**src/design/fssu_pkg.sv**
```systemverilog
`default_nettype none

package fssu_pkg;

  localparam int LetterSlots = 4;
  localparam int AddrW       = 4;
  localparam int MidDepth    = 4;
  localparam int OutDepth    = 4;

  localparam logic [LetterSlots-1:0][7:0] LetterReset = {8'd84, 8'd71, 8'd67, 8'd65};

  localparam logic [7:0] CharNewline = 8'd10;
  localparam logic [7:0] CharHeader  = 8'd62;
  localparam logic [7:0] CharSpace   = 8'd32;

  localparam logic [1:0] LineNone   = 2'd0;
  localparam logic [1:0] LineHeader = 2'd1;
  localparam logic [1:0] LineSeq    = 2'd2;

  localparam logic [2:0] KindRecClosed = 3'd0;
  localparam logic [2:0] KindEmpty     = 3'd1;
  localparam logic [2:0] KindUndefBase = 3'd2;
  localparam logic [2:0] KindBaseCount = 3'd3;
  localparam logic [2:0] KindSummary   = 3'd4;
  localparam logic [2:0] KindSpaceErr  = 3'd5;
  localparam logic [2:0] KindFormatErr = 3'd6;

  typedef enum logic [2:0] {
    ActBase   = 3'd0,
    ActClose  = 3'd1,
    ActSpace  = 3'd2,
    ActFormat = 3'd3,
    ActEof    = 3'd4
  } act_e;

  // word between front and back
  typedef struct packed {
    act_e       act;
    logic [2:0] code;   // matched base code, 0 if none
    logic       close;  // end of file must close the open record
  } act_t;

  typedef struct packed {
    logic [2:0]  kind;
    logic [31:0] seq_length;
    logic [31:0] seq_count;
    logic [31:0] min_length;
    logic [31:0] max_length;
    logic [2:0]  base_code;
    logic [31:0] base_count;
    logic        failed;
    logic        last;
  } res_t;

endpackage

`default_nettype wire

```
**src/design/fssu_fifo.sv**
```systemverilog
`default_nettype none

module fssu_fifo #(
  parameter int WIDTH = 8,
  parameter int DEPTH = 4
) (
  input  wire logic             clk_i,
  input  wire logic             rst_ni,
  input  wire logic             push_i,
  input  wire logic [WIDTH-1:0] wdata_i,
  output logic                  full_o,
  input  wire logic             pop_i,
  output logic      [WIDTH-1:0] rdata_o,
  output logic                  empty_o
);

  localparam int PW = (DEPTH > 1) ? $clog2(DEPTH) : 1;
  localparam int CW = $clog2(DEPTH + 1);

  logic [WIDTH-1:0] mem_q [DEPTH];
  logic [PW-1:0]    wr_ptr_q, wr_ptr_d, rd_ptr_q, rd_ptr_d;
  logic [CW-1:0]    count_q, count_d;
  logic             do_push, do_pop;

  assign full_o  = (count_q == CW'(DEPTH));
  assign empty_o = (count_q == '0);
  assign do_push = push_i && !full_o;
  assign do_pop  = pop_i && !empty_o;
  assign rdata_o = mem_q[rd_ptr_q];

  always_comb begin
    wr_ptr_d = wr_ptr_q;
    rd_ptr_d = rd_ptr_q;
    count_d  = count_q;
    if (do_push) begin
      wr_ptr_d = (wr_ptr_q == PW'(DEPTH - 1)) ? '0 : wr_ptr_q + PW'(1);
    end
    if (do_pop) begin
      rd_ptr_d = (rd_ptr_q == PW'(DEPTH - 1)) ? '0 : rd_ptr_q + PW'(1);
    end
    case ({do_push, do_pop})
      2'b10:   count_d = count_q + CW'(1);
      2'b01:   count_d = count_q - CW'(1);
      default: count_d = count_q;
    endcase
  end

  always_ff @(posedge clk_i or negedge rst_ni) begin
    if (!rst_ni) begin
      wr_ptr_q <= '0;
      rd_ptr_q <= '0;
      count_q  <= '0;
    end else begin
      wr_ptr_q <= wr_ptr_d;
      rd_ptr_q <= rd_ptr_d;
      count_q  <= count_d;
    end
  end

  always_ff @(posedge clk_i) begin
    if (do_push) begin
      mem_q[wr_ptr_q] <= wdata_i;
    end
  end

endmodule

`default_nettype wire

```
**src/design/fssu_front.sv**
```systemverilog
`default_nettype none

module fssu_front #(
  parameter int NUM_BASES = 4
) (
  input  wire logic                                        clk_i,
  input  wire logic                                        rst_ni,
  input  wire logic                                        accept_i,
  input  wire logic                                        req_type_i,
  input  wire logic [7:0]                                  char_in_i,
  input  wire logic [fssu_pkg::LetterSlots-1:0][7:0]       letters_i,
  output logic                                             qpush_o,
  output fssu_pkg::act_t                                   qword_o
);

  logic       at_line_start_q, at_line_start_d;
  logic [1:0] line_kind_q, line_kind_d;
  logic       have_header_q, have_header_d;
  logic       error_q, error_d;
  logic [1:0] kind_eff;
  logic       cont;
  logic [2:0] match;

  always_comb begin
    match = '0;
    for (int k = NUM_BASES - 1; k >= 0; k--) begin
      if (letters_i[k] == char_in_i) begin
        match = 3'(k + 1);
      end
    end
  end

  always_comb begin
    at_line_start_d = at_line_start_q;
    line_kind_d     = line_kind_q;
    have_header_d   = have_header_q;
    error_d         = error_q;
    qpush_o         = 1'b0;
    qword_o.act     = fssu_pkg::ActBase;
    qword_o.code    = match;
    qword_o.close   = 1'b0;
    kind_eff        = line_kind_q;
    cont            = 1'b1;
    if (accept_i) begin
      if (req_type_i) begin
        qpush_o         = 1'b1;
        qword_o.act     = fssu_pkg::ActEof;
        qword_o.close   = !error_q && have_header_q;
        at_line_start_d = 1'b1;
        line_kind_d     = fssu_pkg::LineNone;
        have_header_d   = 1'b0;
        error_d         = 1'b0;
      end else if (!error_q) begin
        if (char_in_i == fssu_pkg::CharNewline) begin
          at_line_start_d = 1'b1;
          line_kind_d     = fssu_pkg::LineNone;
        end else begin
          if (at_line_start_q) begin
            at_line_start_d = 1'b0;
            if (char_in_i == fssu_pkg::CharHeader) begin
              if (have_header_q) begin
                qpush_o     = 1'b1;
                qword_o.act = fssu_pkg::ActClose;
              end
              have_header_d = 1'b1;
              line_kind_d   = fssu_pkg::LineHeader;
              cont          = 1'b0;
            end else if (!have_header_q) begin
              error_d     = 1'b1;
              qpush_o     = 1'b1;
              qword_o.act = fssu_pkg::ActFormat;
              cont        = 1'b0;
            end else begin
              kind_eff    = fssu_pkg::LineSeq;
              line_kind_d = fssu_pkg::LineSeq;
            end
          end
          if (cont && kind_eff == fssu_pkg::LineSeq) begin
            qpush_o = 1'b1;
            if (char_in_i == fssu_pkg::CharSpace) begin
              error_d     = 1'b1;
              qword_o.act = fssu_pkg::ActSpace;
            end else begin
              qword_o.act = fssu_pkg::ActBase;
            end
          end
        end
      end
    end
  end

  always_ff @(posedge clk_i or negedge rst_ni) begin
    if (!rst_ni) begin
      at_line_start_q <= 1'b1;
      line_kind_q     <= fssu_pkg::LineNone;
      have_header_q   <= 1'b0;
      error_q         <= 1'b0;
    end else begin
      at_line_start_q <= at_line_start_d;
      line_kind_q     <= line_kind_d;
      have_header_q   <= have_header_d;
      error_q         <= error_d;
    end
  end

endmodule

`default_nettype wire

```
**src/design/fssu_back.sv**
```systemverilog
`default_nettype none

module fssu_back #(
  parameter int NUM_BASES  = 4,
  parameter int COUNT_BITS = 32
) (
  input  wire logic           clk_i,
  input  wire logic           rst_ni,
  input  wire fssu_pkg::act_t qword_i,
  input  wire logic           qempty_i,
  output logic                qpop_o,
  output logic                rpush_o,
  output fssu_pkg::res_t      rword_o,
  input  wire logic           rfull_i
);

  localparam int StepW = $clog2(NUM_BASES + 2);
  localparam int BaseW = $clog2(NUM_BASES);
  localparam logic [StepW-1:0] StepSummary = StepW'(NUM_BASES + 1);
  localparam logic [COUNT_BITS-1:0] CntOne = COUNT_BITS'(1);
  localparam logic [COUNT_BITS-1:0] CntMax = '1;

  function automatic logic [31:0] clamp32(input logic [COUNT_BITS-1:0] v);
    logic [63:0] w;
    begin
      w = 64'(v);
      return (|w[63:32]) ? 32'hFFFF_FFFF : w[31:0];
    end
  endfunction

  function automatic logic [COUNT_BITS-1:0] sat_inc(input logic [COUNT_BITS-1:0] v);
    return (v == CntMax) ? v : v + CntOne;
  endfunction

  logic [COUNT_BITS-1:0] cur_len_q, cur_len_d;
  logic [COUNT_BITS-1:0] rec_cnt_q, rec_cnt_d;
  logic [COUNT_BITS-1:0] short_q, short_d;
  logic [COUNT_BITS-1:0] long_q, long_d;
  logic [COUNT_BITS-1:0] base_q [NUM_BASES];
  logic [COUNT_BITS-1:0] base_d [NUM_BASES];
  logic                  failed_q, failed_d;
  logic [StepW-1:0]      step_q, step_d, eff_step;
  logic [BaseW-1:0]      bidx;
  logic [COUNT_BITS-1:0] base_sel;
  logic                  closing, emit, go, summary;
  logic [COUNT_BITS-1:0] rc_new, sh_new, lo_new;

  assign eff_step = (step_q == '0 && !qword_i.close) ? StepW'(1) : step_q;
  assign bidx     = BaseW'(eff_step - StepW'(1));
  assign summary  = (qword_i.act == fssu_pkg::ActEof) && (eff_step == StepSummary);
  assign closing  = (qword_i.act == fssu_pkg::ActClose) ||
                    ((qword_i.act == fssu_pkg::ActEof) && (eff_step == '0));

  always_comb begin
    base_sel = '0;
    for (int k = 0; k < NUM_BASES; k++) begin
      if (bidx == BaseW'(k)) begin
        base_sel = base_q[k];
      end
    end
  end

  always_comb begin
    rc_new = rec_cnt_q;
    sh_new = short_q;
    lo_new = long_q;
    if (cur_len_q != '0) begin
      rc_new = sat_inc(rec_cnt_q);
      sh_new = (cur_len_q < short_q) ? cur_len_q : short_q;
      lo_new = (cur_len_q > long_q) ? cur_len_q : long_q;
    end
  end

  always_comb begin
    rword_o.kind       = fssu_pkg::KindSummary;
    rword_o.seq_length = '0;
    rword_o.seq_count  = clamp32(rec_cnt_q);
    rword_o.min_length = clamp32(short_q);
    rword_o.max_length = clamp32(long_q);
    rword_o.base_code  = '0;
    rword_o.base_count = '0;
    rword_o.failed     = failed_q;
    rword_o.last       = 1'b0;
    emit               = 1'b1;
    if (closing) begin
      if (cur_len_q != '0) begin
        rword_o.kind       = fssu_pkg::KindRecClosed;
        rword_o.seq_length = clamp32(cur_len_q);
        rword_o.seq_count  = clamp32(rc_new);
        rword_o.min_length = clamp32(sh_new);
        rword_o.max_length = clamp32(lo_new);
      end else begin
        rword_o.kind = fssu_pkg::KindEmpty;
      end
    end else begin
      case (qword_i.act)
        fssu_pkg::ActBase: begin
          rword_o.kind = fssu_pkg::KindUndefBase;
          emit         = (qword_i.code == '0);
        end
        fssu_pkg::ActSpace: begin
          rword_o.kind   = fssu_pkg::KindSpaceErr;
          rword_o.failed = 1'b1;
        end
        fssu_pkg::ActFormat: begin
          rword_o.kind   = fssu_pkg::KindFormatErr;
          rword_o.failed = 1'b1;
        end
        fssu_pkg::ActEof: begin
          if (summary) begin
            rword_o.kind = fssu_pkg::KindSummary;
            rword_o.last = 1'b1;
          end else begin
            rword_o.kind       = fssu_pkg::KindBaseCount;
            rword_o.base_code  = 3'(eff_step);
            rword_o.base_count = clamp32(base_sel);
          end
        end
        default: emit = 1'b0;
      endcase
    end
  end

  assign go      = !qempty_i && (!emit || !rfull_i);
  assign rpush_o = go && emit;
  assign qpop_o  = go && ((qword_i.act != fssu_pkg::ActEof) || summary);

  always_comb begin
    cur_len_d = cur_len_q;
    rec_cnt_d = rec_cnt_q;
    short_d   = short_q;
    long_d    = long_q;
    failed_d  = failed_q;
    step_d    = step_q;
    for (int k = 0; k < NUM_BASES; k++) begin
      base_d[k] = base_q[k];
    end
    if (go) begin
      if (closing) begin
        rec_cnt_d = rc_new;
        short_d   = sh_new;
        long_d    = lo_new;
        cur_len_d = '0;
      end
      case (qword_i.act)
        fssu_pkg::ActBase: begin
          cur_len_d = sat_inc(cur_len_q);
          for (int k = 0; k < NUM_BASES; k++) begin
            if (qword_i.code == 3'(k + 1)) begin
              base_d[k] = sat_inc(base_q[k]);
            end
          end
        end
        fssu_pkg::ActSpace, fssu_pkg::ActFormat: begin
          failed_d = 1'b1;
        end
        fssu_pkg::ActEof: begin
          if (summary) begin
            step_d    = '0;
            cur_len_d = '0;
            rec_cnt_d = '0;
            short_d   = CntMax;
            long_d    = '0;
            failed_d  = 1'b0;
            for (int k = 0; k < NUM_BASES; k++) begin
              base_d[k] = '0;
            end
          end else begin
            step_d = eff_step + StepW'(1);
          end
        end
        default: step_d = step_q;
      endcase
    end
  end

  always_ff @(posedge clk_i or negedge rst_ni) begin
    if (!rst_ni) begin
      cur_len_q <= '0;
      rec_cnt_q <= '0;
      short_q   <= CntMax;
      long_q    <= '0;
      failed_q  <= 1'b0;
      step_q    <= '0;
      for (int k = 0; k < NUM_BASES; k++) begin
        base_q[k] <= '0;
      end
    end else begin
      cur_len_q <= cur_len_d;
      rec_cnt_q <= rec_cnt_d;
      short_q   <= short_d;
      long_q    <= long_d;
      failed_q  <= failed_d;
      step_q    <= step_d;
      for (int k = 0; k < NUM_BASES; k++) begin
        base_q[k] <= base_d[k];
      end
    end
  end

endmodule

`default_nettype wire

```
**src/design/fasta_stream_statistics_unit.sv**
```systemverilog
`default_nettype none

// FASTA statistics engine. Takes one file byte per cycle while full is low
// (req_type_i = 0) and an end-of-file word (req_type_i = 1). The front end tracks
// line and header state and classifies each byte; only bytes that cause work
// (record close, base count, warnings, fatal errors, end of file) enter a 4-deep
// queue to the back end, which keeps the counters and writes results into a 4-deep
// result queue. Bytes sustain one per cycle while the result side drains. End of
// file makes the back end write a record-close word if a record is open, then
// min(ALPHABET_SIZE,4) base count words and the summary; a stalled result queue backs
// up into the byte queue and then full. Base letters are set over APB (bytes at 0x0,
// 0x4, 0x8, 0xC; reset A C G T) and should only be changed while the block is idle.
// Counters saturate at COUNT_BITS bits and are reported clamped to 32 bits.
module fasta_stream_statistics_unit #(
  parameter int ALPHABET_SIZE = 4,
  parameter int COUNT_BITS    = 32
) (
  input  wire logic                       clk_i,
  input  wire logic                       rst_ni,
  input  wire logic                       push,
  output logic                            full,
  input  wire logic                       req_type_i,
  input  wire logic [7:0]                 char_in_i,
  input  wire logic                       pop,
  output logic                            empty,
  output logic [2:0]                      kind_o,
  output logic [31:0]                     seq_length_o,
  output logic [31:0]                     seq_count_o,
  output logic [31:0]                     min_length_o,
  output logic [31:0]                     max_length_o,
  output logic [2:0]                      base_code_o,
  output logic [31:0]                     base_count_o,
  output logic                            failed_o,
  output logic                            last_o,
  input  wire logic                       psel,
  input  wire logic                       penable,
  input  wire logic                       pwrite,
  input  wire logic [fssu_pkg::AddrW-1:0] paddr,
  input  wire logic [31:0]                pwdata,
  output logic [31:0]                     prdata,
  output logic                            pready
);

  localparam int NumBases = (ALPHABET_SIZE < fssu_pkg::LetterSlots) ?
                            ALPHABET_SIZE : fssu_pkg::LetterSlots;

  logic [fssu_pkg::LetterSlots-1:0][7:0] letter_q;
  logic [1:0]                            reg_idx;
  logic                                  accept;
  logic                                  mid_push, mid_full, mid_empty, mid_pop;
  fssu_pkg::act_t                        mid_wword, mid_rword;
  logic                                  res_push, res_full;
  fssu_pkg::res_t                        res_wword, res_rword;

  assign pready  = 1'b1;
  assign reg_idx = paddr[3:2];
  assign prdata  = {24'b0, letter_q[reg_idx]};

  always_ff @(posedge clk_i or negedge rst_ni) begin
    if (!rst_ni) begin
      letter_q <= fssu_pkg::LetterReset;
    end else if (psel && penable && pwrite && pready) begin
      letter_q[reg_idx] <= pwdata[7:0];
    end
  end

  assign full   = mid_full;
  assign accept = push && !mid_full;

  fssu_front #(
    .NUM_BASES(NumBases)
  ) u_front (
    .clk_i     (clk_i),
    .rst_ni    (rst_ni),
    .accept_i  (accept),
    .req_type_i(req_type_i),
    .char_in_i (char_in_i),
    .letters_i (letter_q),
    .qpush_o   (mid_push),
    .qword_o   (mid_wword)
  );

  fssu_fifo #(
    .WIDTH($bits(fssu_pkg::act_t)),
    .DEPTH(fssu_pkg::MidDepth)
  ) u_mid_q (
    .clk_i  (clk_i),
    .rst_ni (rst_ni),
    .push_i (mid_push),
    .wdata_i(mid_wword),
    .full_o (mid_full),
    .pop_i  (mid_pop),
    .rdata_o(mid_rword),
    .empty_o(mid_empty)
  );

  fssu_back #(
    .NUM_BASES (NumBases),
    .COUNT_BITS(COUNT_BITS)
  ) u_back (
    .clk_i   (clk_i),
    .rst_ni  (rst_ni),
    .qword_i (mid_rword),
    .qempty_i(mid_empty),
    .qpop_o  (mid_pop),
    .rpush_o (res_push),
    .rword_o (res_wword),
    .rfull_i (res_full)
  );

  fssu_fifo #(
    .WIDTH($bits(fssu_pkg::res_t)),
    .DEPTH(fssu_pkg::OutDepth)
  ) u_res_q (
    .clk_i  (clk_i),
    .rst_ni (rst_ni),
    .push_i (res_push),
    .wdata_i(res_wword),
    .full_o (res_full),
    .pop_i  (pop),
    .rdata_o(res_rword),
    .empty_o(empty)
  );

  assign kind_o       = res_rword.kind;
  assign seq_length_o = res_rword.seq_length;
  assign seq_count_o  = res_rword.seq_count;
  assign min_length_o = res_rword.min_length;
  assign max_length_o = res_rword.max_length;
  assign base_code_o  = res_rword.base_code;
  assign base_count_o = res_rword.base_count;
  assign failed_o     = res_rword.failed;
  assign last_o       = res_rword.last;

endmodule

`default_nettype wire

```
**config.mk**
```make
export PLATFORM = sky130hd
export DESIGN_NAME = fasta_stream_statistics_unit
export DESIGN_NICKNAME = d
export VERILOG_FILES = /design/src/design/fssu_pkg.sv /design/src/design/fssu_fifo.sv /design/src/design/fssu_front.sv /design/src/design/fssu_back.sv /design/src/design/fasta_stream_statistics_unit.sv
export SDC_FILE = /design/constraint.sdc
export NUM_CORES = 1
export LEC_CHECK = 0
export BUFFER_PORTS_ARGS = -buffer_cell sky130_fd_sc_hd__buf_2
export CAP_MARGIN = 15
export CORE_UTILIZATION = 55
export CTS_CLUSTER_DIAMETER = 200
export DETAILED_ROUTE_END_ITERATION = 7
export GPL_TIMING_DRIVEN = 0
export HOLD_SLACK_MARGIN = 0.1
export PLACE_DENSITY = 0.73
export SLEW_MARGIN = 20
export SYNTH_ARGS = -nofsm -noshare
export SYNTH_HDL_FRONTEND = slang
export SYNTH_SLANG_ARGS = --single-unit
```
**constraint.sdc**
```tcl
create_clock -name clk_i -period 8.9 [get_ports clk_i]
set_input_delay 2.225 -clock clk_i [delete_from_list [all_inputs] [get_ports clk_i]]
set_output_delay 2.225 -clock clk_i [all_outputs]
set_load 0.005 [all_outputs]
```
==> results.rst, run 1 <==
.. list-table::
   :header-rows: 1

   * - Metric
     - Value
   * - Most heavily used metal layer in global routing
     - met2
   * - Cell types occupying the most area after synthesis
     - sky130_fd_sc_hd__edfxtp_1, sky130_fd_sc_hd__dfrtp_1, sky130_fd_sc_hd__mux4_2
   * - Post-synthesis sequential area ratio
     - between 60% and 70%
   * - CTS Buffer Depth
     - 3
   * - Run status
     - completed
   * - Number of buffers inserted for hold repair after clock tree synthesis
     - 0
   * - Post-CTS setup buffers
     - 0
   * - Final standard cell area without fillers
     - approximately 52000 um^2
   * - Total of buffers placed on input and output ports
     - 195
   * - Length of the first detailed-routing pass in iterations
     - 6
   * - Wire length of the first global-routing pass
     - 176 mm
   * - Crit path arrival time
     - between 4 and 5 ns
   * - Highest clock rate
     - 156 MHz
   * - Category of the critical setup timing path
     - flop to output pin
   * - Met3 usage
     - under 10%
   * - Antenna-violating nets left
     - 0
   * - Flip-flop and latch count after synthesis
     - 1011
   * - Starting utilization of the core area
     - a little under three fifths
   * - Antenna Diode Count
     - 0
   * - Portion of synthesized cell area occupied by the leading cell type
     - 46.0%
   * - Routed via count divided by cell count
     - around 6.3
   * - Cell chain of the critical path
     - clkbuf_1 > clkbuf_1 > buf_1 > mux4_2 > buf_2
   * - Floorplan die height
     - 290 um
   * - Via count of the first global-routing pass
     - 29500
   * - Delay contributed by the slowest stage of the critical path
     - 0.88 ns
   * - Hold crit path type
     - flop to flop
   * - Mapped Avg Cell Area
     - 13.6 um^2
   * - Number of maximum-capacitance violations
     - 0
   * - Critical-path maximum fanout
     - 10
   * - Met2 capacity usage during global routing
     - 42.4%
   * - Hold Vio Cnt, Final
     - 0
   * - Fill cells
     - around 6000
   * - Routability congestion estimate
     - 0.970
   * - Detailed-route wire length per cell
     - 23.6 um
   * - Root Driver
     - sky130_fd_sc_hd__clkbuf_16
   * - Vias
     - between 30000 and 40000
   * - Post-route fraction of the period consumed by the critical path
     - 72.2%
   * - Final Routed Wirelength
     - 115 mm
   * - Lkg Pwr
     - 19.2 nW
   * - List of most frequent post-synthesis cells
     - sky130_fd_sc_hd__edfxtp_1, sky130_fd_sc_hd__o21ai_0, sky130_fd_sc_hd__dfrtp_1
   * - Synth Instances
     - 3366
   * - Tot GR Track Use
     - 27.1%
   * - EDFF count, synth
     - 700
   * - Number of pins exceeding their max-slew limit in the final report
     - 0
   * - Sum of overflow across all layers after global routing
     - 0
   * - Iteration-0 DRC Markers
     - 3410
   * - Number of I/O pins
     - around 260
   * - Ratio of cells with drive above 1 in the final layout
     - 19.8%
   * - Netlist cell types
     - 82
   * - Largest delay contributor family on the critical path
     - buffers and inverters
   * - Kind of launch point of the worst setup path
     - flop
   * - Most common cell in the synthesized netlist
     - sky130_fd_sc_hd__edfxtp_1
   * - Post-CTS clock slew at the launch and capture registers of the worst setup and hold paths
     - 0.06 ns
   * - Number of CTS-inserted buffers
     - roughly 100
   * - Post-route setup TNS
     - 0 ns
   * - Core outline area
     - 82200 um^2
   * - Row count
     - 105
   * - Prevailing post-synth register cell
     - sky130_fd_sc_hd__edfxtp_1
   * - CTS tree
     - done
   * - Met1 layer usage reported by global route
     - 39.6%
   * - Worst rel slew slack
     - 27.2%
   * - Worst-margin pin slew
     - 1.09 ns
   * - Net total in the final layout
     - roughly 3900
   * - Placed Area
     - 48600 um^2
   * - Pwr Density
     - 345 nW/um^2
   * - Time the worst path needs with I/O delays and setup
     - ~6.4 ns
   * - Resize count post-CTS
     - 0
   * - Final Skew
     - 0.0340 ns
   * - Count of H-tree levels built during CTS
     - 3
   * - Total Die Area
     - 84300 um^2
   * - Remaining DRCs
     - 0
   * - Buf/Inv on CP
     - 4
   * - Area growth from synthesis to layout
     - 14.2%
   * - Proportion of synthesized flip-flops having asynchronous set or reset
     - between 30% and 40%
   * - VDD IR-drop max
     - roughly 0.25 mV
   * - YS warnings
     - 0
   * - Post-synthesis cell area
     - 45700 um^2
   * - Crit path top cell by count
     - sky130_fd_sc_hd__clkbuf_1
   * - Pin count of the biggest net entering global routing
     - 82
   * - Number of failing setup endpoints in the final timing report
     - 0
   * - Cell at the slowest stage of the critical path
     - sky130_fd_sc_hd__clkbuf_1
   * - Required time worst endpoint
     - 6.68 ns
   * - Number of sinks handled by clock tree synthesis
     - roughly 1000
   * - Area leader, netlist
     - sky130_fd_sc_hd__edfxtp_1
   * - Number of antenna violations at the first check in global routing
     - 2
   * - DP HPWL
     - slightly below 80 mm
   * - Horiz. Die Dim
     - between 200 and 300 um
   * - Unrepaired setup endpoints after global routing
     - no
   * - Clock network latency to the later pin of the worst-skew pair
     - 0.68 ns
   * - Worst setup EP type
     - output pin
## cells by family (layout without fill, tap and decap cells)
logic type	after synthesis	after routing	share of synthesized area, %
flops	1011	1011	63.1
other cells	2	25	0.0164
simple gates	905	905	9.84
buf+inv	350	762	3.24
fa+ha+maj	90	90	2.50
mux	227	227	10.1
compound gates	664	664	8.97
xor+xnor	117	117	2.24
## per-layer routing
layer | wire [um] | vias up
li1 | - | 13400
met1 | 48800 | 15400
met2 | 54000 | 1426
met3 | 9300 | 212
met4 | 2850 | 0
met5 | 0 | -
## placed cells by master, fill, tap and decap left out, types with 91 or more instances in the layout
cell and n:
sky130_fd_sc_hd__inv_1 107, sky130_fd_sc_hd__buf_2 227, sky130_fd_sc_hd__a21oi_1 133, sky130_fd_sc_hd__clkbuf_16 107, sky130_fd_sc_hd__nor2_1 239, sky130_fd_sc_hd__nand3_1 91
sky130_fd_sc_hd__edfxtp_1 700, sky130_fd_sc_hd__nand2_1 231, sky130_fd_sc_hd__dfrtp_1 266, sky130_fd_sc_hd__mux4_2 183, sky130_fd_sc_hd__o21ai_0 271, sky130_fd_sc_hd__clkbuf_1 168
## cell type report
| class | instances | area [um^2] | share of cell area [%] |
|---|---|---|---|
| clock inverter | 51 | 592 | 1.13 |
| clock buffer | 145 | 2960 | 5.67 |
| inverter | 107 | 402 | 0.769 |
| timing repair buffer | 216 | 1470 | 2.81 |
| sequential | 1011 | 28900 | 55.3 |
| tap | 1070 | 1340 | 2.56 |
| multi-input combinational | 2028 | 15500 | 29.7 |
| buffer | 243 | 1080 | 2.07 |
## registers in the layout, indices dropped and copies added, names as in the netlist, 3 cells and up
signal,count
u_mid_q.count_q,3
u_back.step_q,3
u_mid_q.mem_q,28
u_back.rec_cnt_q,32
u_res_q.mem_q,672
u_back.cur_len_q,32
u_back.long_q,32
u_res_q.count_q,3
u_back.short_q,32
letter_q,32
u_back.base_q,128
## where the power goes
group          internal (mW)  total [mW]  switching (mW)
Sequential              6.72        7.11           0.398
Combinational           2.37        6.42            4.05
Clock                   2.60        4.46            1.85
Total                   11.7        18.0            6.30
## worst reg2reg max path: cells and delay by family, from the launching register on
family,cells,cell delay [ns]
adders and majority gates,1,0.32
and+or+nand+nor,6,1.49
AOI/OAI and AO/OA,1,0.24
buffers and inverters,5,1.63
DFF,1,0.37
muxes,1,0.50
## per-stage QoR
step / instances / setup WS (ns) / total power [mW] / utilization (%) / hold slack [ns]
6_report: 4871 / 2.47 / 18.0 / 63.5 / 0.501
2_1_floorplan: 3389 / 2.46 / 11.0 / - / 0.449
3_3_place_gp: 4654 / -0.934 / 13.6 / 58.5 / 0.465
5_1_grt: 4871 / 2.27 / 18.8 / 63.5 / 0.507
4_1_cts: 4871 / 2.16 / 18.1 / 63.5 / 0.503
3_5_place_dp: 4675 / 2.90 / 13.6 / 59.1 / 0.484
## worst paths after layout
kind,depth (start not counted),to,startpoint,slack [ns]
max in group asynchronous,3,u_back.short_q[5],rst_ni,6.03
worst min-delay path,1,u_back.long_q[19],u_back.long_q[19],0.50
worst max register to register,14,u_back.base_q[48],u_mid_q.rd_ptr_q[0],4.20
worst max-delay path,5,min_length_o[25],u_res_q.rd_ptr_q[0],2.47
worst min register to register,1,u_back.long_q[19],u_back.long_q[19],0.50
min in group asynchronous,1,u_back.base_q[29],rst_ni,1.52
(Power assumes the default switching activity.)
==> run 2: changes to the inputs <==
==> constraint.sdc (replaced) <==
create_clock -name clk_i -period 5.95 [get_ports clk_i]
set_input_delay 1.4875 -clock clk_i [delete_from_list [all_inputs] [get_ports clk_i]]
set_output_delay 1.4875 -clock clk_i [all_outputs]
set_load 0.005 [all_outputs]
==> run 2 against run 1 <==
Sequential power increased by 49%. Critical endpoint is now max_length_o[30]. Clock-buffer cell count decreased by 16. Final area decreased by 0.32%. Sequential share of layout area increased by 0.18 points. Total power increased by 48%.
==> results.rst, run 2 (synthesized netlist as in run 1, its figures left out) <==
.. list-table::
   :header-rows: 1

   * - Metric
     - Value
   * - Iteration-0 DRC Markers
     - 3069 (was 3410)
   * - Pwr Density
     - 513 nW/um^2 (was 345 nW/um^2)
   * - Internal power of the cells
     - 17.4 mW (was 11.7 mW)
   * - Highest clock rate
     - 178 MHz
   * - Commonest cells after routing, fill and taps aside
     - sky130_fd_sc_hd__edfxtp_1, sky130_fd_sc_hd__o21ai_0, sky130_fd_sc_hd__dfrtp_1 (unchanged)
   * - Combinational Power Share
     - 35.8% (was 35.7%)
   * - Post-route fraction of the period consumed by the critical path
     - a little over nine tenths
   * - Floorplan die height
     - 290 um (unchanged)
   * - Net total in the final layout
     - 3848 (was 3852)
   * - Horiz. Die Dim
     - 290 um (unchanged)
   * - Switching Share
     - 35.0% (about the same)
   * - Unrepaired setup endpoints after global routing
     - no (unchanged)
   * - Largest delay contributor family on the critical path
     - buffers and inverters (unchanged)
   * - Net Switching
     - 9.33 mW (was 6.30 mW)
   * - Multi-input gate area in the final layout
     - 15500 um^2 (unchanged)
   * - VDD IR-drop max
     - 0.297 mV (was 0.246 mV)
   * - Number of sinks handled by clock tree synthesis
     - 1011 (unchanged)
   * - Post-CTS clock slew at the launch and capture registers of the worst setup and hold paths
     - 0.07 ns (was 0.06 ns)
   * - Wire length of the first global-routing pass
     - 176 mm (about the same)
   * - Number of pins exceeding their max-slew limit in the final report
     - 0 (unchanged)
   * - Routed via count divided by cell count
     - 6.21 (was 6.25)
   * - Remaining DRCs
     - 0 (unchanged)
   * - Register name with the most flops
     - u_res_q.mem_q (unchanged)
   * - Routability congestion estimate
     - 0.955 (was 0.970)
   * - Ratio of cells with drive above 1 in the final layout
     - 19.5% (was 19.8%)
   * - Detailed-route wire length per cell
     - 23.5 um (was 23.6 um)
   * - Antenna-violating nets left
     - 0 (unchanged)
   * - Leading cell type in the layout, fill and taps excluded
     - sky130_fd_sc_hd__edfxtp_1 (unchanged)
   * - Root Driver
     - sky130_fd_sc_hd__clkbuf_16 (unchanged)
   * - Starting utilization of the core area
     - 55.6% (unchanged)
   * - Length of the first detailed-routing pass in iterations
     - 7 (was 6)
   * - Hold crit path type
     - flop to flop (unchanged)
   * - Sum of overflow across all layers after global routing
     - 0 (unchanged)
   * - Largest registers
     - u_res_q.mem_q x672, u_back.base_q x128 (unchanged)
   * - Pin count of the biggest net entering global routing
     - 102 (was 82)
   * - Number of I/O pins
     - 255 (unchanged)
   * - Total of buffers placed on input and output ports
     - 195 (unchanged)
   * - Lkg Pwr
     - 19.1 nW (was 19.2 nW)
   * - Via count of the first global-routing pass
     - 29600 (was 29500)
   * - Number of failing setup endpoints in the final timing report
     - 0 (unchanged)
   * - Clock network latency to the later pin of the worst-skew pair
     - 0.68 ns (about the same)
   * - Crit path arrival time
     - 4.12 ns (was 4.20 ns)
   * - Worst setup EP type
     - output pin (unchanged)
   * - Number of buffers inserted for hold repair after clock tree synthesis
     - 0 (unchanged)
   * - Worst rel slew slack
     - 26.6% (was 27.2%)
   * - Relative contribution of sequential cells to total power
     - 39.9% (was 39.5%)
   * - Buf/Inv on CP
     - 4 (unchanged)
   * - CTS Buffer Depth
     - 3 (unchanged)
   * - Area growth from synthesis to layout
     - 13.8% (was 14.2%)
   * - DP HPWL
     - 78.0 mm (was 79.0 mm)
   * - Post-route setup TNS
     - 0 ns (unchanged)
   * - Time the worst path needs with I/O delays and setup
     - approximately 5.6 ns
   * - Required time worst endpoint
     - 4.46 ns (was 6.68 ns)
   * - Antenna Diode Count
     - 0 (unchanged)
   * - Post-CTS setup buffers
     - 0 (unchanged)
   * - Kind of launch point of the worst setup path
     - flop (unchanged)
   * - FF/Latch Area
     - 28900 um^2 (unchanged)
   * - Tot GR Track Use
     - 27.0% (was 27.1%)
   * - Worst-margin pin slew
     - 1.10 ns (was 1.09 ns)
   * - Number of antenna violations at the first check in global routing
     - 0 (was 2)
   * - Delay contributed by the slowest stage of the critical path
     - 0.88 ns (about the same)
   * - Max reg flops
     - 672 (unchanged)
   * - CTS tree
     - done (unchanged)
   * - Final Skew
     - 0.0284 ns (was 0.0340 ns)
   * - Row count
     - 105 (unchanged)
   * - Fill cells
     - 6091 (was 6048)
   * - Category of the critical setup timing path
     - flop to output pin (unchanged)
   * - Final Routed Wirelength
     - 114 mm (was 115 mm)
   * - Resize count post-CTS
     - 0 (unchanged)
   * - Post-route total power
     - 26.7 mW (was 18.0 mW)
   * - Vias
     - 30200 (was 30400)
   * - Critical-path maximum fanout
     - 10 (unchanged)
   * - Cell at the slowest stage of the critical path
     - sky130_fd_sc_hd__clkbuf_1 (unchanged)
   * - Crit path top cell by count
     - sky130_fd_sc_hd__clkbuf_1 (unchanged)
   * - Core outline area
     - 82200 um^2 (unchanged)
   * - Run status
     - completed (unchanged)
   * - Number of CTS-inserted buffers
     - 100 (was 103)
   * - Hold Vio Cnt, Final
     - 0 (unchanged)
   * - Clock share of power
     - 24.3% (was 24.8%)
   * - Number of maximum-capacitance violations
     - 0 (unchanged)
   * - Count of H-tree levels built during CTS
     - 3 (unchanged)
   * - Cell chain of the critical path
     - clkbuf_1 > clkbuf_1 > clkbuf_1 > mux4_2 > buf_2 (was clkbuf_1 > clkbuf_1 > buf_1 > mux4_2 > buf_2)
   * - Total Die Area
     - 84300 um^2 (unchanged)
[run 2: cell count changes in the layout (fill, tap and decap cells not counted), moves of 2 or more]
cell / previous run / this run
sky130_fd_sc_hd__clkbuf_8: 14 / 6
sky130_fd_sc_hd__clkbuf_1: 168 / 164
sky130_fd_sc_hd__clkbuf_16: 107 / 102
sky130_fd_sc_hd__buf_12: 10 / 8
sky130_fd_sc_hd__clkinv_2: 16 / 12
sky130_fd_sc_hd__bufinv_16: 9 / 12
sky130_fd_sc_hd__inv_6: 1 / 5
sky130_fd_sc_hd__clkinv_16: 2 / 0
sky130_fd_sc_hd__clkinv_1: 10 / 15
[run 2: cell type report]
| class | instances | area share, % |
|---|---|---|
| Buffer | 243 | 2.08 |
| Timing Repair Buffer | 215 | 2.80 |
| Inverter | 107 | 0.772 |
| Sequential cell | 1011 | 55.5 |
| Clock buffer | 129 | 5.22 |
| Multi-Input combinational cell | 2028 | 29.8 |
| Clock inverter | 58 | 1.32 |
| Tap cell | 1070 | 2.57 |
[run 2: worst register-to-register path, cell delays in order, from the launching register on]
cell and delay [ns]:
sky130_fd_sc_hd__dfrtp_1 0.37, sky130_fd_sc_hd__buf_6 0.18, sky130_fd_sc_hd__mux4_2 0.50, sky130_fd_sc_hd__nor3_1 0.14
sky130_fd_sc_hd__nor2_1 0.11, sky130_fd_sc_hd__inv_1 0.11, sky130_fd_sc_hd__ha_1 0.28, sky130_fd_sc_hd__and2_1 0.16
sky130_fd_sc_hd__clkbuf_1 0.40, sky130_fd_sc_hd__a21bo_2 0.24, sky130_fd_sc_hd__nand4_1 0.26, sky130_fd_sc_hd__buf_2 0.33
sky130_fd_sc_hd__nor2_1 0.72, sky130_fd_sc_hd__clkbuf_1 0.60, sky130_fd_sc_hd__nor2_1 0.14
[run 2: power groups by stage]
stage,Clock (mW),Sequential (mW),Combinational [mW]
global placement,0,10.9,9.09
CTS,6.59,10.6,9.58
finish,6.50,10.6,9.55
global route,6.84,10.8,10.2
detailed placement,0,10.7,9.52
floorplan,0,10.7,5.62
[run 2: routing by layer]
| metal | vias up | global-route usage (%) | wire length (um) | share of wire, % |
|---|---|---|---|---|
| met5 | - | 0 | 0 | 0 |
| met4 | 0 | 7.07 | 2500 | 2.2 |
| met1 | 15200 | 38.8 | 48200 | 42 |
| li1 | 13400 | - | - | - |
| met3 | 193 | 5.51 | 9620 | 8.4 |
| met2 | 1355 | 42.5 | 53800 | 47 |
[run 2: per-stage QoR]
| stage | util (%) | instances | hold WS, ns | area, um^2 | setup slack, ns |
|---|---|---|---|---|---|
| after floorplan | - | 3389 | 0.449 | 45800 | 1.37 |
| after global placement | 58.5 | 4654 | 0.470 | 48100 | -2.92 |
| after detailed placement | 59.1 | 4674 | 0.474 | 48600 | 1.02 |
| after CTS | 63.3 | 4861 | 0.486 | 52000 | 0.336 |
| after global routing | 63.3 | 4861 | 0.493 | 52000 | 0.332 |
| final | 63.3 | 4861 | 0.484 | 52000 | 0.345 |
[run 2: final timing paths]
check	slack, ns	startpoint	cells after the start	end
hold reg to reg	0.48	u_res_q.count_q[2]	1	u_res_q.count_q[2]
max in group asynchronous	4.22	rst_ni	2	u_back.short_q[9]
hold / removal	0.48	u_res_q.count_q[2]	1	u_res_q.count_q[2]
setup / recovery	0.35	u_res_q.rd_ptr_q[1]	5	max_length_o[30]
setup reg to reg	1.26	u_mid_q.rd_ptr_q[0]	14	u_back.base_q[94]
min in group asynchronous	0.79	rst_ni	1	u_back.base_q[30]
